$ cat config.mk
export PLATFORM = sky130hd
export DESIGN_NAME = bdc_dist
export DESIGN_NICKNAME = d
export VERILOG_FILES = /design/src/rtl/core/brush_dab_coverage_top_defines.svh /design/src/rtl/core/bdc_pkg.sv /design/src/rtl/core/bdc_dist.sv
export SDC_FILE = /design/constraint.sdc
export NUM_CORES = 2
export LEC_CHECK = 0
export BUFFER_PORTS_ARGS = -buffer_cell sky130_fd_sc_hd__buf_4
export CORE_UTILIZATION = 29
export DETAILED_ROUTE_END_ITERATION = 7
export PLACE_DENSITY = 0.5
export SLEW_MARGIN = 0
export SYNTH_ARGS = -nofsm -noshare
export SYNTH_HDL_FRONTEND = slang
export SYNTH_SLANG_ARGS = --single-unit
$ cat constraint.sdc
create_clock -name clk -period 14.8 [get_ports clk]
set_input_delay 0.74 -clock clk [delete_from_list [all_inputs] [get_ports clk]]
set_output_delay 0.74 -clock clk [all_outputs]
set_load 0.05 [all_outputs]
$ cat src/rtl/core/brush_dab_coverage_top_defines.svh
// ---------------------------------------------------------------------------
// brush_dab_coverage_top_defines - assertion macros
// Shorthand for clocked, reset-qualified concurrent checks.
// ---------------------------------------------------------------------------
`ifndef BRUSH_DAB_COVERAGE_TOP_DEFINES_SVH
`define BRUSH_DAB_COVERAGE_TOP_DEFINES_SVH

// same-cycle implication
`define BDC_ASSERT_IMP(label, ante, cons, msg) \
	label: assert property (@(posedge clk) disable iff (!arst_n) (ante) |-> (cons)) \
		else $error(msg);

// next-cycle implication
`define BDC_ASSERT_NXT(label, ante, cons, msg) \
	label: assert property (@(posedge clk) disable iff (!arst_n) (ante) |=> (cons)) \
		else $error(msg);

// fixed-delay implication
`define BDC_ASSERT_DLY(label, ante, dly, cons, msg) \
	label: assert property (@(posedge clk) disable iff (!arst_n) (ante) |-> ##dly (cons)) \
		else $error(msg);

`endif

$ cat src/rtl/core/bdc_pkg.sv
// ---------------------------------------------------------------------------
// bdc_pkg - shared types and constants for the brush dab coverage pipeline
// Fixed-point widths, stage counts and derived configuration.
// ---------------------------------------------------------------------------
`timescale 1ns / 1ps

package bdc_pkg;

	localparam int COVER_FRAC_BITS = 16;
	localparam int COV_W = COVER_FRAC_BITS + 1;

	localparam int PIX_W = 16;
	localparam int CTR_W = 24;
	localparam int RAD_W = 20;
	localparam int EDGE_W = 16;
	localparam int CFG_W = 24;
	localparam int CFG_IDX_W = 2;
	localparam int SUB_W = 8;

	localparam int OFS_W = 26;
	localparam int ABS_W = 25;
	localparam int SQ_W = 2 * ABS_W + 1;

	localparam int SQRT_IN_W = 60;
	localparam int ROOT_W = SQRT_IN_W / 2;
	localparam int REM_W = ROOT_W + 2;
	localparam int SQRT_STEPS = 2;
	localparam int SQRT_STAGES = SQRT_IN_W / (2 * SQRT_STEPS);

	localparam int NUM_W = RAD_W + 4;
	localparam int DOT_NUM_W = 13;
	localparam int DOT_R_W = 9;
	localparam int DOT_P_W = DOT_NUM_W + DOT_R_W;
	localparam int DOT_SHIFT = 20;
	localparam int DIV_STEPS = 2;
	localparam int DIV_STAGES = (COVER_FRAC_BITS + DIV_STEPS - 1) / DIV_STEPS;

	localparam int LATENCY = 3 + SQRT_STAGES + 2 + DIV_STAGES + 1;

	localparam logic [SUB_W-1:0] PIX_HALF = 8'h80;
	localparam logic [RAD_W-1:0] ONE_Q8 = 20'd256;
	localparam logic [ROOT_W-1:0] ONE_Q12 = 30'd4096;
	localparam logic [COV_W-1:0] COV_FULL = {1'b1, {COVER_FRAC_BITS{1'b0}}};

	localparam logic [RAD_W-1:0] RADIUS_RST = 20'd256;
	localparam logic [EDGE_W-1:0] EDGE_RST = 16'd256;

	typedef enum logic [CFG_IDX_W-1:0] {
		REG_CENTER_X,
		REG_CENTER_Y,
		REG_DAB_RADIUS,
		REG_EDGE_WIDTH
	} bdc_reg_t;

	typedef struct packed {
		logic dot_case;
		logic [NUM_W-1:0] r12;
		logic [NUM_W-1:0] den12;
		logic [DOT_R_W-1:0] r_dot;
	} bdc_cfg_t;

	function automatic bdc_cfg_t derive_cfg(input logic [RAD_W-1:0] r,
		input logic [EDGE_W-1:0] e);
		bdc_cfg_t c;
		logic [RAD_W-1:0] lim;
		logic [RAD_W-1:0] den;
		lim = ONE_Q8 + RAD_W'(e);
		den = (r <= lim) ? r : RAD_W'(e);
		c.dot_case = (r <= ONE_Q8);
		c.r12 = {r, 4'b0000};
		c.den12 = {den, 4'b0000};
		c.r_dot = r[DOT_R_W-1:0];
		return c;
	endfunction

endpackage

$ cat src/rtl/core/bdc_dist.sv
// ---------------------------------------------------------------------------
// bdc_dist - squared distance pipeline
// Offset to the dab centre, absolute value, squares and their sum.
// ---------------------------------------------------------------------------
`timescale 1ns / 1ps

module bdc_dist import bdc_pkg::*; (
	input  logic                    clk,
	input  logic                    arst_n,
	input  logic                    in_vld,
	input  logic signed [PIX_W-1:0] pixel_x,
	input  logic signed [PIX_W-1:0] pixel_y,
	input  logic signed [CTR_W-1:0] center_x,
	input  logic signed [CTR_W-1:0] center_y,
	output logic                    sq_vld,
	output logic [SQ_W-1:0]         sq,
	output logic                    active
);

	logic [OFS_W-1:0] dx;
	logic [OFS_W-1:0] dy;
	logic [ABS_W-1:0] ax;
	logic [ABS_W-1:0] ay;

	logic vld_s1, vld_s2, vld_s3;
	logic [ABS_W-1:0] ax_s1, ay_s1;
	logic [2*ABS_W-1:0] sqx_s2, sqy_s2;
	logic [SQ_W-1:0] sq_s3;

	// pixel centre (Q.8) minus dab centre
	always_comb begin
		dx = {{(OFS_W-PIX_W-SUB_W){pixel_x[PIX_W-1]}}, pixel_x, PIX_HALF}
			- {{(OFS_W-CTR_W){center_x[CTR_W-1]}}, center_x};
		dy = {{(OFS_W-PIX_W-SUB_W){pixel_y[PIX_W-1]}}, pixel_y, PIX_HALF}
			- {{(OFS_W-CTR_W){center_y[CTR_W-1]}}, center_y};
		ax = dx[OFS_W-1] ? ABS_W'(~dx + OFS_W'(1)) : ABS_W'(dx);
		ay = dy[OFS_W-1] ? ABS_W'(~dy + OFS_W'(1)) : ABS_W'(dy);
	end

	always_ff @(posedge clk or negedge arst_n) begin
		if (!arst_n) begin
			vld_s1 <= 1'b0;
			vld_s2 <= 1'b0;
			vld_s3 <= 1'b0;
		end else begin
			vld_s1 <= in_vld;
			vld_s2 <= vld_s1;
			vld_s3 <= vld_s2;
		end
	end

	always_ff @(posedge clk) begin
		ax_s1 <= ax;
		ay_s1 <= ay;
		sqx_s2 <= (2*ABS_W)'(ax_s1) * (2*ABS_W)'(ax_s1);
		sqy_s2 <= (2*ABS_W)'(ay_s1) * (2*ABS_W)'(ay_s1);
		sq_s3 <= SQ_W'(sqx_s2) + SQ_W'(sqy_s2);
	end

	assign sq_vld = vld_s3;
	assign sq = sq_s3;
	assign active = vld_s1 | vld_s2 | vld_s3;

endmodule

# Word-level counts from Yosys, hierarchy flattened
# Cells that the tools add are included.
[totals] ff_bits=204 inputBits=83 output_inout_bits=53
[classes] addsub=5 n_mul=2 muxes=2 bitwise=4
[op_table] op="$mul A25 B25 Y50" n=2
[op_table] op="$add A50 B50 Y51" n=1
[op_table] op="$add A25 B1 Y25 const B" n=2
[op_table] op="$mux W25" n=2
[op_table] op="$not A25 Y25" n=2
[op_table] op="$sub A24 B24 Y25" n=2
[op_table] op="$or A1 B1 Y1" n=2

# Depth between registers and ports, before layout
[depth] depth_word=4 depth_mapped=28

# Worst setup path after synthesis
# No wires, ideal clock.
[synth_timing] path_type="register -> register" startpoint="register ay_s1[3]" endpoint="register sqy_s2[42]" setup_time_ns=0.072 t_arrival_ns=7.207 setup_slack_ns=7.521 path_stages_with_launch=28 path_buffers=2 synth_period_minus_slack_ns=7.279 path_cell_list="dfxtp_1 -> clkbuf_1 -> clkbuf_1 -> nand2_1 -> fa_1 -> inv_1 -> fa_1 -> inv_1 -> fa_1 -> inv_1 -> fa_1 -> inv_1 -> fa_1 -> inv_1 -> fa_1 -> inv_1 -> fa_1 -> inv_1 -> ha_1 -> and3_1 -> and4_1 -> a211oi_1 -> a31oi_1 -> o31ai_1 -> o21ai_1 -> a221o_1 -> a21oi_1 -> xnor2_1"
[synth_via] elab_chain_cells=1
[synth_lines] item="start, declared" line="bdc_dist.sv:26" source="logic [ABS_W-1:0] ax_s1, ay_s1;"
[synth_lines] item="start signal, assigned" line="bdc_dist.sv:54" source="ay_s1 <= ay;"
[synth_lines] item="$mul A25 B25 Y50" line="bdc_dist.sv:56" source="sqy_s2 <= (2*ABS_W)'(ay_s1) * (2*ABS_W)'(ay_s1);"
[synth_lines] item="end signal, assigned" line="bdc_dist.sv:56"
[synth_lines] item="end, declared" line="bdc_dist.sv:27" source="logic [2*ABS_W-1:0] sqx_s2, sqy_s2;"
# No other way between the ends.

# Worst setup path after layout
[layout_timing] startpoint="register ax_s1[11]" endpoint="register sqx_s2[47]"
[layout_via] elab_chain_cells=1
[layout_lines] item="start, declared" line="bdc_dist.sv:26"
[layout_lines] item="start signal, assigned" line="bdc_dist.sv:53" source="ax_s1 <= ax;"
[layout_lines] item="$mul A25 B25 Y50" line="bdc_dist.sv:55" source="sqx_s2 <= (2*ABS_W)'(ax_s1) * (2*ABS_W)'(ax_s1);"
[layout_lines] item="end signal, assigned" line="bdc_dist.sv:55"
[layout_lines] item="end, declared" line="bdc_dist.sv:27"
# No other way between the ends.

==> impl_metrics.yaml <==
timing:
  finalHoldViolations: 0
  min_period_ns: 8.25
  grt_setup_unrepaired: "false"
  relSlewSlack: 0.147
  drv_slew: 0
  max_freq_ghz: 0.121
  fin_setup_tns_ns: 0
  period_share: 0.557
  skew_ns: 0.0440
  worst_slew_pin_slew_ns: 1.27
  setup_violations: 0
grt:
  grt_max_degree: 29
  track_usage: 0.145
  grt_pass1_wl_um: 183000
  overflow: 0
  antenna_found_initial: 4
  grt_pass1_vias: 34700
logic_synthesis:
  synth.most_common_cell: "inv_1"
  seq_area_frac_synth: 0.0895
  synth_area_um2: 45400
  synthDistinctLibCells: 82
  synthArstFlopShare: 0.0149
  yosys_warnings: 0
  syn_avg_cell_area_um2: 9.03
  synth_area_leaders: "fa_1 (41%), ha_1 (13%), inv_1 (12%), dfxtp_1 (8.8%), nand2_1 (3.6%)"
  syn_inst: 5020
  synth_top_area_cell: "fa_1"
  synth_top_area_share: 0.411
  ys_dominant_reg_cell: "dfxtp_1"
  synthTopCellsByCount: "inv_1 (1409), fa_1 (932), ha_1 (456)"
  ys_seq_elements: 202
  synth_edf_count: 0
die:
  boundaryPins: 136
  coreArea_um2: 155000
  die-height_um: 397
  die_w_um: 397
  initial_core_util: 0.293
  core.rowCount: 144
  die_area_um2: 158000
clock_tree:
  worstSkewPairLatency_ns: 0.62
  clkTransAtPathRegs_ns: 0.06
  cts_buffers: 28
  cts_setup_buffers: 0
  cts_resized: 0
  ctsRootBufferMaster: "clkbuf_16"
  ctsHoldBuffers: 1
  cts_tree: "yes"
  clock_path_buffers: 3
  htreeDepth: 1
  cts.sinks: 202
min_path:
  min_path_type: "input port to register"
route:
  wire_per_inst_um: 15.6
  via_count: 32100
  wirelength_um: 111000
  drt_iter0_markers: 1384
  post-route-drc-count: 0
  via_per_inst: 4.47
  first_pass_iters: 5
  detail-route-antenna-nets: 0
placed_design:
  portBuffers: 135
  hpwlAfterDp_um: 92400
  place_congestion: 0.850
setup_path:
  critPathKind: "register to register"
  endpoint_kind: "register"
  worstPathCellList: "buf_4 -> inv_1 -> nor2_1 -> fa_1 -> fa_1 -> inv_1 -> fa_1 -> fa_1 -> inv_1 -> fa_1 -> fa_1 -> inv_1 -> fa_1 -> inv_1 -> ha_1 -> a211oi_1 -> nor3_1 -> o21ai_0 -> o2111ai_1 -> nand2_1 -> o21ai_0 -> or2_2 -> a311oi_1 -> xnor2_1"
  slowest_stage: "o21ai_0"
  critPathLaunchType: "register"
  path_common_cell: "fa_1"
  worstPathRequired_ns: 15.33
  crit_arrival_ns: 8.78
  cpPeakStageDelay_ns: 0.64
  critical_path.max_fanout: 21
outcome:
  status: "finished clean"
final_layout:
  area_growth_pct: 9.60
  drive_gt1_frac: 0.0506
  fin_nets: 6569
run:
  maxCapViolCount: 0
## cell type report
class                      count  area, um2
tap                         2044       2560
fill                       16300     105000
clock buffer                  33        739
multi-input combinational   3269      35500
antenna                        3       7.51
sequential                   202       4060
timing repair buffer         188       1410
inverter                    1409       5290
clock inverter                18        183
## cells in the final DEF (no fill, tap or decap), types with 9 or more instances in the layout
| cell | synthesis | layout |
|---|---|---|
| inv_1 | 1409 | 1409 |
| fa_1 | 932 | 932 |
| ha_1 | 456 | 456 |
| nand2_1 | 435 | 435 |
| and2_1 | 259 | 259 |
| dfxtp_1 | 199 | 199 |
| buf_4 | 0 | 187 |
| a21oi_1 | 168 | 168 |
| xnor2_1 | 161 | 161 |
| nor2_1 | 144 | 144 |
| o21ai_0 | 95 | 95 |
| a21o_1 | 87 | 87 |
| xor2_1 | 72 | 72 |
| nor3_1 | 37 | 37 |
| nand3_1 | 33 | 33 |
| nor2b_1 | 29 | 29 |
| a31oi_1 | 28 | 28 |
| clkbuf_16 | 0 | 28 |
| and3_1 | 27 | 27 |
| nand2b_1 | 23 | 23 |
| o21bai_1 | 23 | 23 |
| a211oi_1 | 21 | 21 |
| o21a_1 | 21 | 21 |
| nand4_1 | 19 | 19 |
| or3_1 | 18 | 18 |
| o31ai_1 | 11 | 11 |
| and4_1 | 10 | 10 |
| nor3b_1 | 9 | 9 |
| mux2i_1 | 9 | 9 |
## per-stage QoR
step                std cells  instance area, um2  setup WS, ns   util  hold slack [ns]
floorplan                5021               45400          7.52      -            0.348
global placement         7111               48800          6.59  0.315            0.359
detailed placement       7111               48800          6.59  0.315            0.364
CTS                      7163               49700          6.58  0.321            0.226
global route             7163               49700          6.19  0.321            0.245
finish                   7166               49700          6.55  0.322            0.271
## layer usage
metal	part of all wire	GRT usage	routed length (um)	up-vias
met4	0.014	0.0207	1550	0
li1	-	-	-	15300
met2	0.50	0.256	55300	465
met3	0.038	0.0161	4260	87
met5	0	0	0	-
met1	0.45	0.194	50400	16200
## flip-flops by register name, indices dropped and copies added, names as in the netlist
signal / cells
sq: 51
sqx_s2: 49
sqy_s2: 49
ax_s1: 25
ay_s1: 25
sq_vld: 1
vld_s1: 1
vld_s2: 1
## critical path: cells and delay by family (launching register included)
kind | cells | cell delay, ns
xor+xnor | 1 | 0.15
compound gates | 5 | 2.08
simple gates | 4 | 1.01
fa+ha+maj | 8 | 3.76
buf+inv | 6 | 0.88
flops | 1 | 0.30
## path summary, 6_finish.rpt
| kind | start | end | slack, ns | depth (start not counted) |
|---|---|---|---|---|
| worst max register to register | ax_s1[11] | sqx_s2[47] | 6.55 | 24 |
| min in group asynchronous | arst_n | vld_s1 | 0.49 | 2 |
| worst min-delay path | in_vld | vld_s1 | 0.27 | 1 |
| worst max-delay path | ax_s1[11] | sqx_s2[47] | 6.55 | 24 |
| max in group asynchronous | arst_n | vld_s2 | 14.22 | 2 |
| worst min register to register | vld_s2 | sq_vld | 0.38 | 0 |
## kinds of logic after synthesis
kind of cell             Yosys count  synth area share
adder cells (fa/ha/maj)         1388             0.537
XOR/XNOR                         233            0.0450
multiplexers                      11           0.00248
AND/OR/NAND/NOR                 1086             0.119
flip-flops                       202            0.0895
other                              1         0.0000827
AO/OA/AOI/OAI                    549            0.0782
buffers and inverters           1550             0.129
Power is left out: the tool's default activity adds up to more than one toggle a clock period on the data nets, which glitch-free logic cannot reach.
