## src/rtl/core/brush_dab_coverage_top_defines.svh

```systemverilog
// ---------------------------------------------------------------------------
// brush_dab_coverage_top_defines - assertion macros
// Shorthand for clocked, reset-qualified concurrent checks.
// ---------------------------------------------------------------------------
`ifndef BRUSH_DAB_COVERAGE_TOP_DEFINES_SVH
`define BRUSH_DAB_COVERAGE_TOP_DEFINES_SVH

// same-cycle implication
`define BDC_ASSERT_IMP(label, ante, cons, msg) \
	label: assert property (@(posedge clk) disable iff (!arst_n) (ante) |-> (cons)) \
		else $error(msg);

// next-cycle implication
`define BDC_ASSERT_NXT(label, ante, cons, msg) \
	label: assert property (@(posedge clk) disable iff (!arst_n) (ante) |=> (cons)) \
		else $error(msg);

// fixed-delay implication
`define BDC_ASSERT_DLY(label, ante, dly, cons, msg) \
	label: assert property (@(posedge clk) disable iff (!arst_n) (ante) |-> ##dly (cons)) \
		else $error(msg);

`endif

```

## src/rtl/core/bdc_pkg.sv

```systemverilog
// ---------------------------------------------------------------------------
// bdc_pkg - shared types and constants for the brush dab coverage pipeline
// Fixed-point widths, stage counts and derived configuration.
// ---------------------------------------------------------------------------
`timescale 1ns / 1ps

package bdc_pkg;

	localparam int COVER_FRAC_BITS = 16;
	localparam int COV_W = COVER_FRAC_BITS + 1;

	localparam int PIX_W = 16;
	localparam int CTR_W = 24;
	localparam int RAD_W = 20;
	localparam int EDGE_W = 16;
	localparam int CFG_W = 24;
	localparam int CFG_IDX_W = 2;
	localparam int SUB_W = 8;

	localparam int OFS_W = 26;
	localparam int ABS_W = 25;
	localparam int SQ_W = 2 * ABS_W + 1;

	localparam int SQRT_IN_W = 60;
	localparam int ROOT_W = SQRT_IN_W / 2;
	localparam int REM_W = ROOT_W + 2;
	localparam int SQRT_STEPS = 2;
	localparam int SQRT_STAGES = SQRT_IN_W / (2 * SQRT_STEPS);

	localparam int NUM_W = RAD_W + 4;
	localparam int DOT_NUM_W = 13;
	localparam int DOT_R_W = 9;
	localparam int DOT_P_W = DOT_NUM_W + DOT_R_W;
	localparam int DOT_SHIFT = 20;
	localparam int DIV_STEPS = 2;
	localparam int DIV_STAGES = (COVER_FRAC_BITS + DIV_STEPS - 1) / DIV_STEPS;

	localparam int LATENCY = 3 + SQRT_STAGES + 2 + DIV_STAGES + 1;

	localparam logic [SUB_W-1:0] PIX_HALF = 8'h80;
	localparam logic [RAD_W-1:0] ONE_Q8 = 20'd256;
	localparam logic [ROOT_W-1:0] ONE_Q12 = 30'd4096;
	localparam logic [COV_W-1:0] COV_FULL = {1'b1, {COVER_FRAC_BITS{1'b0}}};

	localparam logic [RAD_W-1:0] RADIUS_RST = 20'd256;
	localparam logic [EDGE_W-1:0] EDGE_RST = 16'd256;

	typedef enum logic [CFG_IDX_W-1:0] {
		REG_CENTER_X,
		REG_CENTER_Y,
		REG_DAB_RADIUS,
		REG_EDGE_WIDTH
	} bdc_reg_t;

	typedef struct packed {
		logic dot_case;
		logic [NUM_W-1:0] r12;
		logic [NUM_W-1:0] den12;
		logic [DOT_R_W-1:0] r_dot;
	} bdc_cfg_t;

	function automatic bdc_cfg_t derive_cfg(input logic [RAD_W-1:0] r,
		input logic [EDGE_W-1:0] e);
		bdc_cfg_t c;
		logic [RAD_W-1:0] lim;
		logic [RAD_W-1:0] den;
		lim = ONE_Q8 + RAD_W'(e);
		den = (r <= lim) ? r : RAD_W'(e);
		c.dot_case = (r <= ONE_Q8);
		c.r12 = {r, 4'b0000};
		c.den12 = {den, 4'b0000};
		c.r_dot = r[DOT_R_W-1:0];
		return c;
	endfunction

endpackage

```

## src/rtl/core/bdc_sqrt.sv

```systemverilog
// ---------------------------------------------------------------------------
// bdc_sqrt - pipelined integer square root
// Digit-by-digit root of the Q.16 squared distance, widened to Q.24, two root bits per stage.
// ---------------------------------------------------------------------------
`timescale 1ns / 1ps

module bdc_sqrt import bdc_pkg::*; (
	input  logic              clk,
	input  logic              arst_n,
	input  logic              in_vld,
	input  logic [SQ_W-1:0]   sq,
	output logic              root_vld,
	output logic [ROOT_W-1:0] root,
	output logic              active
);

	logic vld_s [SQRT_STAGES];
	logic [SQRT_IN_W-1:0] rad_s [SQRT_STAGES];
	logic [REM_W-1:0] rem_s [SQRT_STAGES];
	logic [ROOT_W-1:0] root_s [SQRT_STAGES];

	logic [SQRT_IN_W-1:0] rad_n [SQRT_STAGES];
	logic [REM_W-1:0] rem_n [SQRT_STAGES];
	logic [ROOT_W-1:0] root_n [SQRT_STAGES];

	always_comb begin
		logic [SQRT_IN_W-1:0] rad_c;
		logic [REM_W-1:0] rem_c;
		logic [ROOT_W-1:0] root_c;
		logic [REM_W+1:0] acc_c;
		logic [REM_W+1:0] trial_c;
		for (int g = 0; g < SQRT_STAGES; g++) begin
			if (g == 0) begin
				rad_c = {{(SQRT_IN_W-SQ_W-SUB_W){1'b0}}, sq, {SUB_W{1'b0}}};
				rem_c = '0;
				root_c = '0;
			end else begin
				rad_c = rad_s[g-1];
				rem_c = rem_s[g-1];
				root_c = root_s[g-1];
			end
			for (int k = 0; k < SQRT_STEPS; k++) begin
				acc_c = {rem_c, rad_c[SQRT_IN_W-1 -: 2]};
				trial_c = (REM_W+2)'({root_c, 2'b01});
				rad_c = {rad_c[SQRT_IN_W-3:0], 2'b00};
				if (acc_c >= trial_c) begin
					rem_c = REM_W'(acc_c - trial_c);
					root_c = {root_c[ROOT_W-2:0], 1'b1};
				end else begin
					rem_c = REM_W'(acc_c);
					root_c = {root_c[ROOT_W-2:0], 1'b0};
				end
			end
			rad_n[g] = rad_c;
			rem_n[g] = rem_c;
			root_n[g] = root_c;
		end
	end

	always_ff @(posedge clk or negedge arst_n) begin
		if (!arst_n) begin
			for (int g = 0; g < SQRT_STAGES; g++) vld_s[g] <= 1'b0;
		end else begin
			vld_s[0] <= in_vld;
			for (int g = 1; g < SQRT_STAGES; g++) vld_s[g] <= vld_s[g-1];
		end
	end

	always_ff @(posedge clk) begin
		for (int g = 0; g < SQRT_STAGES; g++) begin
			rad_s[g] <= rad_n[g];
			rem_s[g] <= rem_n[g];
			root_s[g] <= root_n[g];
		end
	end

	always_comb begin
		active = 1'b0;
		for (int g = 0; g < SQRT_STAGES; g++) active = active | vld_s[g];
	end

	assign root_vld = vld_s[SQRT_STAGES-1];
	assign root = root_s[SQRT_STAGES-1];

endmodule

```

## config.mk

```make
export PLATFORM = sky130hd
export DESIGN_NAME = bdc_sqrt
export DESIGN_NICKNAME = d
export VERILOG_FILES = /design/src/rtl/core/brush_dab_coverage_top_defines.svh /design/src/rtl/core/bdc_pkg.sv /design/src/rtl/core/bdc_sqrt.sv
export SDC_FILE = /design/constraint.sdc
export NUM_CORES = 2
export LEC_CHECK = 0
export BUFFER_PORTS_ARGS = -buffer_cell sky130_fd_sc_hd__buf_4
export CAP_MARGIN = 20
export CORE_UTILIZATION = 58
export DETAILED_ROUTE_END_ITERATION = 8
export HOLD_SLACK_MARGIN = 0.03
export PLACE_DENSITY_LB_ADDON = 0.12
export SETUP_SLACK_MARGIN = 0.5
export SYNTH_ARGS = -nofsm -noshare
export SYNTH_HDL_FRONTEND = slang
export SYNTH_SLANG_ARGS = --single-unit
export TNS_END_PERCENT = 10
```

## constraint.sdc

```tcl
create_clock -name clk -period 6.05 [get_ports clk]
set_input_delay 0.9075 -clock clk [delete_from_list [all_inputs] [get_ports clk]]
set_output_delay 0.9075 -clock clk [all_outputs]
set_load 0.05 [all_outputs]
```

Word-level counts from Yosys, hierarchy flattened --
Memory sizes are Yosys's and may differ from the RTL's. Index checks and enable logic that the tools add are counted.
Cells by class: reduce and logical (&&, ||, !) cells 0, equal/unequal tests 0, muxes and demuxes 60, order comparisons 30, multiply operators 0, shift operators 0, $add $sub $neg 30, bitwise logic cells 14, divide/modulo/power cells 0
Operator list (count):
- $mux 32 | 30
- $ge 34x32->1 | 28
- $sub 32x32->32 | 28
- $ge 34x3->1 | 1
- $sub 32x3->32 | 1
- $mux 1 | 30
- $or 1x1->1 | 14
- $sub 1x1->2 const B | 1
- $ge 1x1->1 const B | 1
Storage, ports and cells: bits in read-only memories 0, register bits 15, bits in writable memories 1770, bits in latches 0, memories 3
Memories:
- rad_s | words 15, width 56, read ports 14, clocked after Yosys merged registers in 0, write ports 15, line bdc_sqrt.sv:18 | logic [SQRT_IN_W-1:0] rad_s [SQRT_STAGES];
- rem_s | words 15, width 32, read ports 14, clocked after Yosys merged registers in 0, write ports 15, line bdc_sqrt.sv:19 | logic [REM_W-1:0] rem_s [SQRT_STAGES];
- root_s | words 15, width 30, read ports 15, clocked after Yosys merged registers in 0, write ports 15, line bdc_sqrt.sv:20 | logic [ROOT_W-1:0] root_s [SQRT_STAGES];

Depth between registers and ports, before layout --
depth in word-level cells 14, mapped depth 31

Worst setup path before layout --
OpenSTA, ideal clock, no wires.
path kind reg-to-reg, from mem root_s[1][120] in the netlist's numbering, to mem rem_s[1][170] in the netlist's numbering, data required time 5.929 ns, slack -0.523 ns, cell stages (with the launch flop) 30, clock period less this slack 6.573 ns, data arrival time 6.452 ns, buffers on the path 2, cells stage by stage dfxtp_1 > inv_1 > ha_1 > fa_1 > a21o_1 > a21oi_1 > o21ai_0 > a31o_2 > a41oi_1 > o21ai_0 > a31oi_1 > o21ai_0 > nor2_1 > clkbuf_1 > mux2_2 > ha_1 > a21oi_1 > o21ai_0 > a21oi_1 > o21a_1 > a211oi_1 > o21a_1 > nor2_1 > o21ai_0 > a21o_1 > a21o_1 > nor3_1 > inv_2 > buf_1 > mux2_2
RTL lines (line):
- from (decl) | bdc_sqrt.sv:20
- to (decl) | bdc_sqrt.sv:19

==> impl_metrics.env <==
export IMPL_cp_max_fo=8
export IMPL_ys_flop_type="dfxtp_1"
export IMPL_power_switching_w=0.0112
export IMPL_relSlewSlack_pct=35.7
export IMPL_io_buffers=85
export IMPL_layout_drive_gt1_share_pct=12.0
export IMPL_seqCellArea_um2=19800
export IMPL_dp_worst_setup_slack_ns=-0.0753
export IMPL_p_int_w=0.0169
export IMPL_firstDrtPassIters=6
export IMPL_yosysWarnings=0
export IMPL_drt_wl_total_um=156000
export IMPL_fin_hold_ws_ns=0.312
export IMPL_fin_crit_sh_pct=92.8
export IMPL_p_clk_share_pct=23.4
export IMPL_dpl_cell_count=8019
export IMPL_setup_slack_ns=0.435
export IMPL_track_usage_pct=29.9
export IMPL_worstSetupStartpointType="flop"
export IMPL_hpwlAfterDp_um=121000
export IMPL_vias=49600
export IMPL_power_share_switching_pct=39.8
export IMPL_hold_depth=1
export IMPL_tns_ns=0
export IMPL_die_area_um2=100000
export IMPL_hold_class="input port to flop"
export IMPL_outcome="complete, no violations"
export IMPL_skew_ns=0.0244
export IMPL_num_antenna_cells=0
export IMPL_cts_root_buf="clkbuf_16"
export IMPL_synth_edf_count=0
export IMPL_tightest_slew_ns=0.956
export IMPL_clk_pin_slew_ns=0.07
export IMPL_ys_seq_elements=987
export IMPL_fin_cells=8269
export IMPL_yosysUniqueCellTypes=113
export IMPL_synth_area_leaders="dfxtp_1 34%, ha_1 11%, xnor2_1 6.6%"
export IMPL_grt_pass1_vias=46500
export IMPL_ant_nets=0
export IMPL_ir_worst_vdd_mv=0.297
export IMPL_critPathArrivalTime_ns=6.17
export IMPL_crit_required_ns=6.61
export IMPL_synthTopCellsByCount="972 x dfxtp_1, 554 x nand2_1, 552 x a21oi_1"
export IMPL_slew_viol_final=0
export IMPL_antenna_found_initial=0
export IMPL_viasPerCell=6.00
export IMPL_p_leak_nw=29.9
export IMPL_grt_pass1_wl_um=244000
export IMPL_drc=0
export IMPL_crit_cells=29
export IMPL_rr_worst_depth=29
export IMPL_pwr_share_seq_pct=33.0
export IMPL_fmax_mhz=178
export IMPL_cpLargestDelayFamily="compound AO/OA/AOI/OAI gates"
export IMPL_synthToLayoutAreaGrowth_pct=13.5
export IMPL_min_period_ns=5.62
export IMPL_path_buf_inv=4
export IMPL_rsz0062_at_grt="yes"
export IMPL_drt_iter0_markers=4169
export IMPL_syn_area_per_cell_um2=8.57
export IMPL_multi_input_area_um2=36100
export IMPL_cts_num_sinks=987
export IMPL_r2r_slack_ns=0.43
export IMPL_cts_tree="yes"
export IMPL_combPwrFrac_pct=43.6
export IMPL_drv_cap=0
export IMPL_critPathKind="flop to flop"
export IMPL_hold_viol=0
export IMPL_use_met1_pct=42.0
export IMPL_critPathMaxStageDelay_ns=0.34
export IMPL_p_per_area_nw_per_um2=431
export IMPL_routabilityCongestion=0.959
export IMPL_netlist_area_leader_share_pct=33.9
export IMPL_seq_area_frac_synth_pct=34.6
export IMPL_synthArstFlopShare_pct=1.52
export IMPL_htreeDepth=3
export IMPL_met2_usage_pct=47.5
export IMPL_top_usage_layer="met2"
export IMPL_syn_num_nets=7229
export IMPL_start_util_pct=58.9
export IMPL_final_nets=7446
export IMPL_synthesis_area_um2=57300
export IMPL_dieHeight_um=316
export IMPL_fp_coreArea_um2=97300
export IMPL_grt_overflow=0
export IMPL_grt_max_degree=36
export IMPL_die_w_um=316
export IMPL_boundaryPins=86
export IMPL_use_met3_pct=3.99
export IMPL_clockBufferDepth=3
export IMPL_synth_cells=6691
export IMPL_fin_total_pwr_w=0.0281
export IMPL_synth_top_area_cell="dfxtp_1"
export IMPL_synth_most_common_cell="dfxtp_1"
export IMPL_endpoint_kind="flop"
export IMPL_rows=114
export IMPL_cts_made_buffers=102
export IMPL_crit_slowest_cell="fa_2"
export IMPL_worstSkewPairLatency_ns=0.69
export IMPL_wl_per_cell_um=18.9
export IMPL_fillCellCount=8200
export IMPL_setup_viol=0
-- state kept, by name, indices dropped and copies added (netlist names) --
signal and cells:
vld_s 14, root_vld 1, rad_s 312, root_s 240, rem_s 420
-- layer usage --
layer  up-vias  wire length, um
met4         0             4730
li1      24400                -
met2      1492            69400
met1     23400            73000
met5         -                0
met3       288             9090
-- what timing repair did --
item / 4_1_cts / 5_1_grt
setup buffers: 26 / 28
gates cloned: 1 / 4
gates resized for setup: 47 / 185
pin swaps: 23 / 43
endpoints found under the setup margin: 197 / 320
hold buffers: 1 / 0
endpoints found under the hold margin: 15 / 0
-- path summary, 6_finish.rpt --
kind                                 from             to
max reg2reg                root_s[1][120]  rem_s[1][176]
max in group asynchronous          arst_n      vld_s[12]
min reg2reg                 rad_s[0][261]  rad_s[0][321]
max                        root_s[1][120]  rem_s[1][176]
min in group asynchronous          arst_n       vld_s[8]
min                                sq[32]   rad_s[0][40]
-- per-stage QoR --
step | util, % | area (um^2)
floorplan | - | 57400
global placement | 61.7 | 60100
detailed placement | 61.7 | 60100
CTS | 65.9 | 64100
global route | 66.9 | 65100
finish | 66.9 | 65100
-- placed cells by master (no fill, tap or decap), types with 109 or more instances in the layout --
master,count
ha_1,453
nand2_1,545
a21oi_1,533
buf_4,269
nor2_1,511
nor3_1,167
xor2_1,240
xnor2_1,433
dfxtp_1,970
a21o_1,226
o21ai_0,295
inv_1,392
nand3_1,147
clkbuf_16,109
-- final cells by class --
type	instances	share of cell area [%]
timing repair inverter	1	0.0115
timing repair buffer	290	3.66
clock buffer	134	4.47
inverter	408	2.38
tap	1276	2.45
multi-input combinational	5118	55.5
clock inverter	55	1.04
sequential	987	30.5
-- power by group through the flow --
stage,Combinational (W),Clock (W),Sequential (W)
after global routing,0.0134,0.00697,0.00937
final,0.0122,0.00657,0.00927
after floorplan,0.00912,0,0.00866
after CTS,0.0118,0.00670,0.00920
after global placement,0.0115,0,0.00932
after detailed placement,0.0116,0,0.00932
-- kinds of logic after synthesis --
kind of cell | count (synthesis) | share of synthesized area (%)
AND/OR/NAND/NOR | 2092 | 18.5
AO/OA/AOI/OAI | 1730 | 19.4
flip-flops | 987 | 34.6
XOR/XNOR | 673 | 10.3
buffers and inverters | 587 | 3.94
adder cells (fa/ha/maj) | 484 | 10.6
multiplexers | 138 | 2.67
Power figures use the tool's default switching activity.
