<file path="src/rtl/core/brush_dab_coverage_top_defines.svh">
// ---------------------------------------------------------------------------
// brush_dab_coverage_top_defines - assertion macros
// Shorthand for clocked, reset-qualified concurrent checks.
// ---------------------------------------------------------------------------
`ifndef BRUSH_DAB_COVERAGE_TOP_DEFINES_SVH
`define BRUSH_DAB_COVERAGE_TOP_DEFINES_SVH

// same-cycle implication
`define BDC_ASSERT_IMP(label, ante, cons, msg) \
	label: assert property (@(posedge clk) disable iff (!arst_n) (ante) |-> (cons)) \
		else $error(msg);

// next-cycle implication
`define BDC_ASSERT_NXT(label, ante, cons, msg) \
	label: assert property (@(posedge clk) disable iff (!arst_n) (ante) |=> (cons)) \
		else $error(msg);

// fixed-delay implication
`define BDC_ASSERT_DLY(label, ante, dly, cons, msg) \
	label: assert property (@(posedge clk) disable iff (!arst_n) (ante) |-> ##dly (cons)) \
		else $error(msg);

`endif

</file>
<file path="src/rtl/core/bdc_pkg.sv">
// ---------------------------------------------------------------------------
// bdc_pkg - shared types and constants for the brush dab coverage pipeline
// Fixed-point widths, stage counts and derived configuration.
// ---------------------------------------------------------------------------
`timescale 1ns / 1ps

package bdc_pkg;

	localparam int COVER_FRAC_BITS = 16;
	localparam int COV_W = COVER_FRAC_BITS + 1;

	localparam int PIX_W = 16;
	localparam int CTR_W = 24;
	localparam int RAD_W = 20;
	localparam int EDGE_W = 16;
	localparam int CFG_W = 24;
	localparam int CFG_IDX_W = 2;
	localparam int SUB_W = 8;

	localparam int OFS_W = 26;
	localparam int ABS_W = 25;
	localparam int SQ_W = 2 * ABS_W + 1;

	localparam int SQRT_IN_W = 60;
	localparam int ROOT_W = SQRT_IN_W / 2;
	localparam int REM_W = ROOT_W + 2;
	localparam int SQRT_STEPS = 2;
	localparam int SQRT_STAGES = SQRT_IN_W / (2 * SQRT_STEPS);

	localparam int NUM_W = RAD_W + 4;
	localparam int DOT_NUM_W = 13;
	localparam int DOT_R_W = 9;
	localparam int DOT_P_W = DOT_NUM_W + DOT_R_W;
	localparam int DOT_SHIFT = 20;
	localparam int DIV_STEPS = 2;
	localparam int DIV_STAGES = (COVER_FRAC_BITS + DIV_STEPS - 1) / DIV_STEPS;

	localparam int LATENCY = 3 + SQRT_STAGES + 2 + DIV_STAGES + 1;

	localparam logic [SUB_W-1:0] PIX_HALF = 8'h80;
	localparam logic [RAD_W-1:0] ONE_Q8 = 20'd256;
	localparam logic [ROOT_W-1:0] ONE_Q12 = 30'd4096;
	localparam logic [COV_W-1:0] COV_FULL = {1'b1, {COVER_FRAC_BITS{1'b0}}};

	localparam logic [RAD_W-1:0] RADIUS_RST = 20'd256;
	localparam logic [EDGE_W-1:0] EDGE_RST = 16'd256;

	typedef enum logic [CFG_IDX_W-1:0] {
		REG_CENTER_X,
		REG_CENTER_Y,
		REG_DAB_RADIUS,
		REG_EDGE_WIDTH
	} bdc_reg_t;

	typedef struct packed {
		logic dot_case;
		logic [NUM_W-1:0] r12;
		logic [NUM_W-1:0] den12;
		logic [DOT_R_W-1:0] r_dot;
	} bdc_cfg_t;

	function automatic bdc_cfg_t derive_cfg(input logic [RAD_W-1:0] r,
		input logic [EDGE_W-1:0] e);
		bdc_cfg_t c;
		logic [RAD_W-1:0] lim;
		logic [RAD_W-1:0] den;
		lim = ONE_Q8 + RAD_W'(e);
		den = (r <= lim) ? r : RAD_W'(e);
		c.dot_case = (r <= ONE_Q8);
		c.r12 = {r, 4'b0000};
		c.den12 = {den, 4'b0000};
		c.r_dot = r[DOT_R_W-1:0];
		return c;
	endfunction

endpackage

</file>
<file path="src/rtl/core/bdc_cover.sv">
// ---------------------------------------------------------------------------
// bdc_cover - coverage from distance
// Case select, small-dot product, pipelined restoring divide, clamp.
// ---------------------------------------------------------------------------
`timescale 1ns / 1ps

module bdc_cover import bdc_pkg::*; (
	input  logic              clk,
	input  logic              arst_n,
	input  logic              in_vld,
	input  logic [ROOT_W-1:0] d12,
	input  bdc_cfg_t          cfg,
	output logic              done,
	output logic [COV_W-1:0]  coverage,
	output logic              active
);

	typedef enum logic [1:0] {
		KIND_ZERO,
		KIND_FULL,
		KIND_DIV,
		KIND_DOT
	} kind_t;

	logic [ROOT_W:0] diff;
	kind_t kind;
	logic [NUM_W-1:0] num;

	logic vld_s1, vld_s2;
	kind_t kind_s1, kind_s2;
	logic [NUM_W-1:0] num_s1, num_s2;
	logic [COV_W-1:0] dot_s2;

	logic [DOT_P_W-1:0] prod;
	logic [DOT_P_W+COVER_FRAC_BITS-1:0] dot_wide;

	logic vld_d_s [DIV_STAGES];
	kind_t kind_d_s [DIV_STAGES];
	logic [NUM_W-1:0] rem_d_s [DIV_STAGES];
	logic [COVER_FRAC_BITS-1:0] quo_d_s [DIV_STAGES];
	logic [COV_W-1:0] dot_d_s [DIV_STAGES];

	logic [NUM_W-1:0] rem_n [DIV_STAGES];
	logic [COVER_FRAC_BITS-1:0] quo_n [DIV_STAGES];

	logic vld_out_s;
	logic [COV_W-1:0] cov_out_s;
	logic [COV_W-1:0] cov_sel;

	// case select
	always_comb begin
		diff = (ROOT_W+1)'(cfg.r12) - {1'b0, d12};
		if (cfg.dot_case) begin
			kind = (d12 < ONE_Q12) ? KIND_DOT : KIND_ZERO;
			num = NUM_W'(ONE_Q12 - d12);
		end else begin
			num = diff[NUM_W-1:0];
			if (diff[ROOT_W] || diff == '0)
				kind = KIND_ZERO;
			else if (diff >= (ROOT_W+1)'(cfg.den12))
				kind = KIND_FULL;
			else
				kind = KIND_DIV;
		end
	end

	// small dot: (1 - d) * radius
	always_comb begin
		prod = DOT_P_W'(num_s1[DOT_NUM_W-1:0]) * DOT_P_W'(cfg.r_dot);
		dot_wide = {prod, {COVER_FRAC_BITS{1'b0}}};
	end

	// restoring divide, one quotient bit per step
	always_comb begin
		logic [NUM_W-1:0] rem_c;
		logic [COVER_FRAC_BITS-1:0] quo_c;
		logic [NUM_W:0] t_c;
		for (int g = 0; g < DIV_STAGES; g++) begin
			if (g == 0) begin
				rem_c = num_s2;
				quo_c = '0;
			end else begin
				rem_c = rem_d_s[g-1];
				quo_c = quo_d_s[g-1];
			end
			for (int k = 0; k < DIV_STEPS; k++) begin
				t_c = {rem_c, 1'b0};
				if (g * DIV_STEPS + k < COVER_FRAC_BITS) begin
					if (t_c >= {1'b0, cfg.den12}) begin
						rem_c = NUM_W'(t_c - {1'b0, cfg.den12});
						quo_c = {quo_c[COVER_FRAC_BITS-2:0], 1'b1};
					end else begin
						rem_c = t_c[NUM_W-1:0];
						quo_c = {quo_c[COVER_FRAC_BITS-2:0], 1'b0};
					end
				end
			end
			rem_n[g] = rem_c;
			quo_n[g] = quo_c;
		end
	end

	always_comb begin
		case (kind_d_s[DIV_STAGES-1])
			KIND_ZERO: cov_sel = '0;
			KIND_FULL: cov_sel = COV_FULL;
			KIND_DIV:  cov_sel = {1'b0, quo_d_s[DIV_STAGES-1]};
			KIND_DOT:  cov_sel = dot_d_s[DIV_STAGES-1];
			default:   cov_sel = '0;
		endcase
	end

	always_ff @(posedge clk or negedge arst_n) begin
		if (!arst_n) begin
			vld_s1 <= 1'b0;
			vld_s2 <= 1'b0;
			for (int g = 0; g < DIV_STAGES; g++) vld_d_s[g] <= 1'b0;
			vld_out_s <= 1'b0;
		end else begin
			vld_s1 <= in_vld;
			vld_s2 <= vld_s1;
			vld_d_s[0] <= vld_s2;
			for (int g = 1; g < DIV_STAGES; g++) vld_d_s[g] <= vld_d_s[g-1];
			vld_out_s <= vld_d_s[DIV_STAGES-1];
		end
	end

	always_ff @(posedge clk) begin
		kind_s1 <= kind;
		num_s1 <= num;
		kind_s2 <= kind_s1;
		num_s2 <= num_s1;
		dot_s2 <= dot_wide[DOT_SHIFT +: COV_W];
		kind_d_s[0] <= kind_s2;
		dot_d_s[0] <= dot_s2;
		for (int g = 1; g < DIV_STAGES; g++) begin
			kind_d_s[g] <= kind_d_s[g-1];
			dot_d_s[g] <= dot_d_s[g-1];
		end
		for (int g = 0; g < DIV_STAGES; g++) begin
			rem_d_s[g] <= rem_n[g];
			quo_d_s[g] <= quo_n[g];
		end
		cov_out_s <= cov_sel;
	end

	always_comb begin
		active = vld_s1 | vld_s2 | vld_out_s;
		for (int g = 0; g < DIV_STAGES; g++) active = active | vld_d_s[g];
	end

	assign done = vld_out_s;
	assign coverage = cov_out_s;

endmodule

</file>
<file path="config.mk">
export PLATFORM = sky130hd
export DESIGN_NAME = bdc_cover
export DESIGN_NICKNAME = d
export VERILOG_FILES = /design/src/rtl/core/brush_dab_coverage_top_defines.svh /design/src/rtl/core/bdc_pkg.sv /design/src/rtl/core/bdc_cover.sv
export SDC_FILE = /design/constraint.sdc
export NUM_CORES = 2
export LEC_CHECK = 0
export ABC_CLOCK_PERIOD_IN_PS = 9420
export BUFFER_PORTS_ARGS = -buffer_cell sky130_fd_sc_hd__clkbuf_2
export CAP_MARGIN = 40
export CORE_MARGIN = 2
export CORE_UTILIZATION = 50
export CTS_BUF_LIST = sky130_fd_sc_hd__clkbuf_4 sky130_fd_sc_hd__clkbuf_8 sky130_fd_sc_hd__clkbuf_16
export CTS_CLUSTER_SIZE = 24
export DETAILED_ROUTE_END_ITERATION = 12
export PLACE_DENSITY_LB_ADDON = 0.25
export SETUP_SLACK_MARGIN = 0.15
export SYNTH_ARGS = -nofsm -noshare
export SYNTH_HDL_FRONTEND = slang
export SYNTH_SLANG_ARGS = --single-unit
</file>
<file path="constraint.sdc">
create_clock -name clk -period 9.42 [get_ports clk]
set_input_delay 1.413 -clock clk [delete_from_list [all_inputs] [get_ports clk]]
set_output_delay 1.413 -clock clk [all_outputs]
set_load 0.1 [all_outputs]
</file>
### Word-level counts from Yosys, hierarchy flattened

Memories as Yosys holds them, arrays and structs flattened.
Cells that the tools add are included.

* flip-flop bits (word level): 97
* RAM bits: 472
* input bits: 91
* output and inout bits: 19
* logic and storage cells: 112
* memories kept: 4

Memory list
* rem_d_s: words 8, width 24, read ports 7, clocked after Yosys merged registers in 0, wr ports 8, line bdc_cover.sv:39 `logic [NUM_W-1:0] rem_d_s [DIV_STAGES];`
* dot_d_s: words 8, width 17, read ports 8, clocked after Yosys merged registers in 0, wr ports 8, line bdc_cover.sv:41 `logic [COV_W-1:0] dot_d_s [DIV_STAGES];`
* quo_d_s: words 8, width 16, read ports 8, clocked after Yosys merged registers in 0, wr ports 8, line bdc_cover.sv:40 `logic [COVER_FRAC_BITS-1:0] quo_d_s [DIV_STAGES];`
* kind_d_s: words 8, width 2, read ports 8, clocked after Yosys merged registers in 0, wr ports 8, line bdc_cover.sv:38 `kind_t kind_d_s [DIV_STAGES];`

* add/sub/neg operators: 18
* $mul: 1
* magnitude comparators: 18
* eq/ne operators: 3
* multiplexer cells: 38
* bitwise logic cells: 10
* reduce and logical (&&, ||, !) cells: 3

Operators by type and width (number)
* 24-bit 2-to-1 mux: 17
* 25-bit by 24-bit greater-or-equal comparator with 1-bit output: 16
* 24-bit subtractor: 16
* 17-bit one-hot mux with 4 select lines: 1
* 31-bit by 24-bit greater-or-equal comparator with 1-bit output: 1
* 31-bit zero test: 1
* 24-bit by 30-bit subtractor with 31-bit output: 1
* 30-bit by 13-bit < comparator with 1-bit output, second input constant: 1
* 13-bit by 24-bit subtractor with 24-bit output, first input constant: 1
* 13-bit by 9-bit multiplier with 21-bit output: 1
* 1-bit 2-to-1 mux: 16
* 1-bit OR: 10
* 2-bit 2-to-1 mux: 4
* 2-bit == test, second input constant: 2
* 2-bit by 1-bit == test with 1-bit output, second input constant: 1
* 2-bit zero test: 1
* 1-bit logical OR: 1

### Depth between registers and ports, before layout

* word-level depth: 10
* depth in mapped cells: 27
* gate-level depth less buffers: 22

### Worst setup path before layout

OpenSTA, ideal clock, no wires.

* kind: input-to-reg
* start: input port cfg[10] (netlist bit)
* end: memory rem_d_s[3][10] (netlist bit)
* setup time: 0.121 ns
* arrival: 6.914 ns
* data required time: 9.299 ns
* slack: 2.385 ns
* stages: 26
* path buffers: 4
* cell sequence: buf_2 > inv_1 > ha_1 > nor2b_1 > o31ai_1 > a21oi_1 > nor2_1 > o311a_1 > nand2b_1 > a211oi_1 > o21a_1 > buf_2 > buf_4 > mux2_2 > ha_1 > a21o_1 > a21oi_1 > nor2_1 > a21oi_1 > a31oi_1 > a31oi_1 > a211oi_1 > a2111oi_4 > nand3_4 > buf_6 > mux2_4

RTL lines
* start, declared: line bdc_cover.sv:12 `input bdc_cfg_t cfg,`
* end, declared: line bdc_cover.sv:39

==> results.ini <==
[global_routing]
grt_pass1_vias = 30500
grt_max_degree = 42
track_usage_pct = 26.3
antenna_found_initial = 1
grt_overflow = 0
grt_pass1_wl_um = 164000

[critical_path]
r2r_start = rem_d_s[2][0]$_SDFF_PN0_
endpoint = rem_d_s[3][5]$_DFF_P_
startpoint = cfg[11]
cp.arrival_ns = 7.92
criticalPathCategory = input port to register
endpoint_kind = register
rr_worst_depth = 20
critPathLaunchType = input port
worstPathRequired_ns = 9.89
reg2reg_to = rem_d_s[3][5]$_DFF_P_
ff2ff_setup_slack_ns = 2.87
crit_fanout = 24

[logic_synthesis]
yosysWarnings = 0
synthFlopType = dfxtp_1
synth-seq-cells = 489
synth_edf_count = 0
avgSynthCellArea_um2 = 8.76
synthCells = 4305
syn-cell-area_um2 = 37700
seq_area_frac_synth_pct = 26.1
synthArstFlopShare_pct = 2.25
synth_cell_types = 98
synth_nets = 4944

[die]
core_um2 = 74600
io_pins = 110
die_h_um = 279
fp.dieW_um = 279
start_util_pct = 50.6
num_rows = 100
die_area_um2 = 77600

[timing]
relSlewSlack_pct = 38.0
skew_ns = 0.0537
period_share_pct = 79.1
setup_viol = 0
hold_viol_final = 0
rsz0062_at_grt = false
drv_slew = 0
max_freq_mhz = 134
tns_ns = 0
worst_slew_pin_slew_ns = 0.924
min_period_ns = 7.45

[finish]
final_common_cell = dfxtp_1
syn_to_final_growth_pct = 9.64
drive_above_1_share_pct = 11.9
final_cell_mix = dfxtp_1, ha_1, a21oi_1, nand2_1, nor2_1
nets = 5074

[cts]
postCtsHoldBufs = 0
cts_max_path_buffers = 3
cts_made_buffers = 53
cts-resized-gates = 0
clk_pin_slew_ns = 0.07
h-tree-depth = 2
cts_root_buf = clkbuf_16
clock_latency_ns = 0.63
cts_tree = done
clock_sinks = 489
cts_setup_buffers = 0

[routing]
drt_iter0_markers = 2409
vias_per_cell = 5.84
drc = 0
antenna_left = 0
routed_wl_um = 103000
wl_per_cell_um = 19.0
dr.pass1.iters = 5
num_vias = 31800

[min_path]
min_path_type = register to register

[place]
portBuffers = 109
gp_congestion = 0.926
dp_hpwl_um = 80400

[status]
status = completed

[job]
max_cap_viol_count = 0

-- worst max-delay path, cell delays in order --
cell	delay, ns
clkbuf_2	0.08
inv_1	0.45
ha_1	0.40
o21a_1	0.19
o31ai_1	0.10
a21oi_1	0.14
nor2_1	0.29
o311a_1	0.35
nand2b_1	0.09
a211oi_1	0.32
o21a_1	0.60
buf_4	0.32
mux2_2	0.37
ha_1	0.36
and3_1	0.23
a31oi_1	0.17
nand2_1	0.07
a31oi_1	0.38
a211oi_1	0.20
a2111oi_4	0.45
nand3_4	0.46
mux2_4	0.46
-- layout make-up --
| type | count | area, µm² |
|---|---|---|
| Antenna cell | 1 | 2.50 |
| Clock buffer | 68 | 1500 |
| Clock inverter | 29 | 389 |
| Fill cell | 6869 | 33200 |
| Inverter | 273 | 1020 |
| Multi-Input combinational cell | 3455 | 26400 |
| Sequential cell | 489 | 9840 |
| Tap cell | 969 | 1210 |
| Timing Repair Buffer | 163 | 970 |
-- synthesized netlist by cell type (15+ instances only) --
cell	number	area share [%]
dfxtp_1	478	25
ha_1	462	15
a21oi_1	364	4.8
nand2_1	310	3.1
nor2_1	303	3.0
inv_1	270	2.7
o21ai_0	234	3.1
xnor2_1	221	5.1
mux2_2	194	5.8
a21o_1	161	3.2
xor2_1	103	2.4
fa_1	86	4.6
nor3_1	77	1.0
and2_1	74	1.2
nor2b_1	73	1.2
nand3_1	66	0.88
o21a_1	66	1.3
nand4_1	61	1.0
clkbuf_1	46	0.46
a31oi_1	42	0.70
nand2b_1	41	0.68
a211oi_1	35	0.70
o21bai_1	34	0.68
o31ai_1	34	0.68
and3_1	32	0.53
mux2i_1	31	0.82
nor4_1	30	0.50
or3_1	30	0.50
buf_2	25	0.33
mux2_4	18	0.72
o211ai_1	18	0.36
or2_2	18	0.30
a211o_1	15	0.35
-- routing by layer --
| layer | up-vias | GRT usage, % | part of all wire [%] |
|---|---|---|---|
| li1 | 15800 | - | - |
| met1 | 14900 | 35.5 | 45 |
| met2 | 949 | 42.7 | 45 |
| met3 | 214 | 3.60 | 6.0 |
| met4 | 2 | 9.86 | 3.8 |
| met5 | - | 0 | 0.013 |
-- cell families after synthesis --
kind of cell | after synthesis | synth area share (%)
AOI/OAI and AO/OA | 1173 | 20.1
and+or+nand+nor | 1167 | 15.1
adders and majority gates | 548 | 19.9
DFF | 489 | 26.1
buffers and inverters | 361 | 3.90
xor gates and xnor gates | 324 | 7.53
muxes | 243 | 7.33
-- state kept, by name, summed over array words and instances, names as in the netlist --
register  count
rem_d_s     168
dot_d_s     136
quo_d_s      72
num_s1       24
num_s2       24
coverage     17
dot_s2       17
kind_d_s     16
vld_d_s       8
kind_s1       2
kind_s2       2
done          1
vld_s1        1
vld_s2        1
-- how the worst min path moves through the flow --
stage                           startpoint                      to  slack, ns  cells after the start
global route        dot_d_s[0][40]$_DFF_P_  dot_d_s[0][57]$_DFF_P_       0.33                      0
floorplan                dot_s2[0]$_DFF_P_   dot_d_s[0][0]$_DFF_P_       0.31                      0
detailed placement   dot_d_s[0][6]$_DFF_P_  dot_d_s[0][23]$_DFF_P_       0.31                      0
finish              dot_d_s[1][41]$_DFF_P_  dot_d_s[1][58]$_DFF_P_       0.32                      0
CTS                      dot_s2[1]$_DFF_P_   dot_d_s[0][1]$_DFF_P_       0.32                      0
global placement    dot_d_s[1][48]$_DFF_P_  dot_d_s[1][65]$_DFF_P_       0.31                      0
-- through the flow --
step                hold WS [ns]  worst slack (ns)  utilization, %  area, µm²  std cells
floorplan                  0.310              2.38               -      37700       4305
global placement           0.310              1.49            52.8      39400       5346
detailed placement         0.312              1.36            52.9      39400       5349
CTS                        0.321              2.00            55.4      41300       5446
global route               0.326              1.48            55.4      41300       5446
finish                     0.319              1.97            55.4      41300       5447
Power is left out: the tool's default activity adds up to more than one toggle a clock period on the data nets, which glitch-free logic cannot reach.
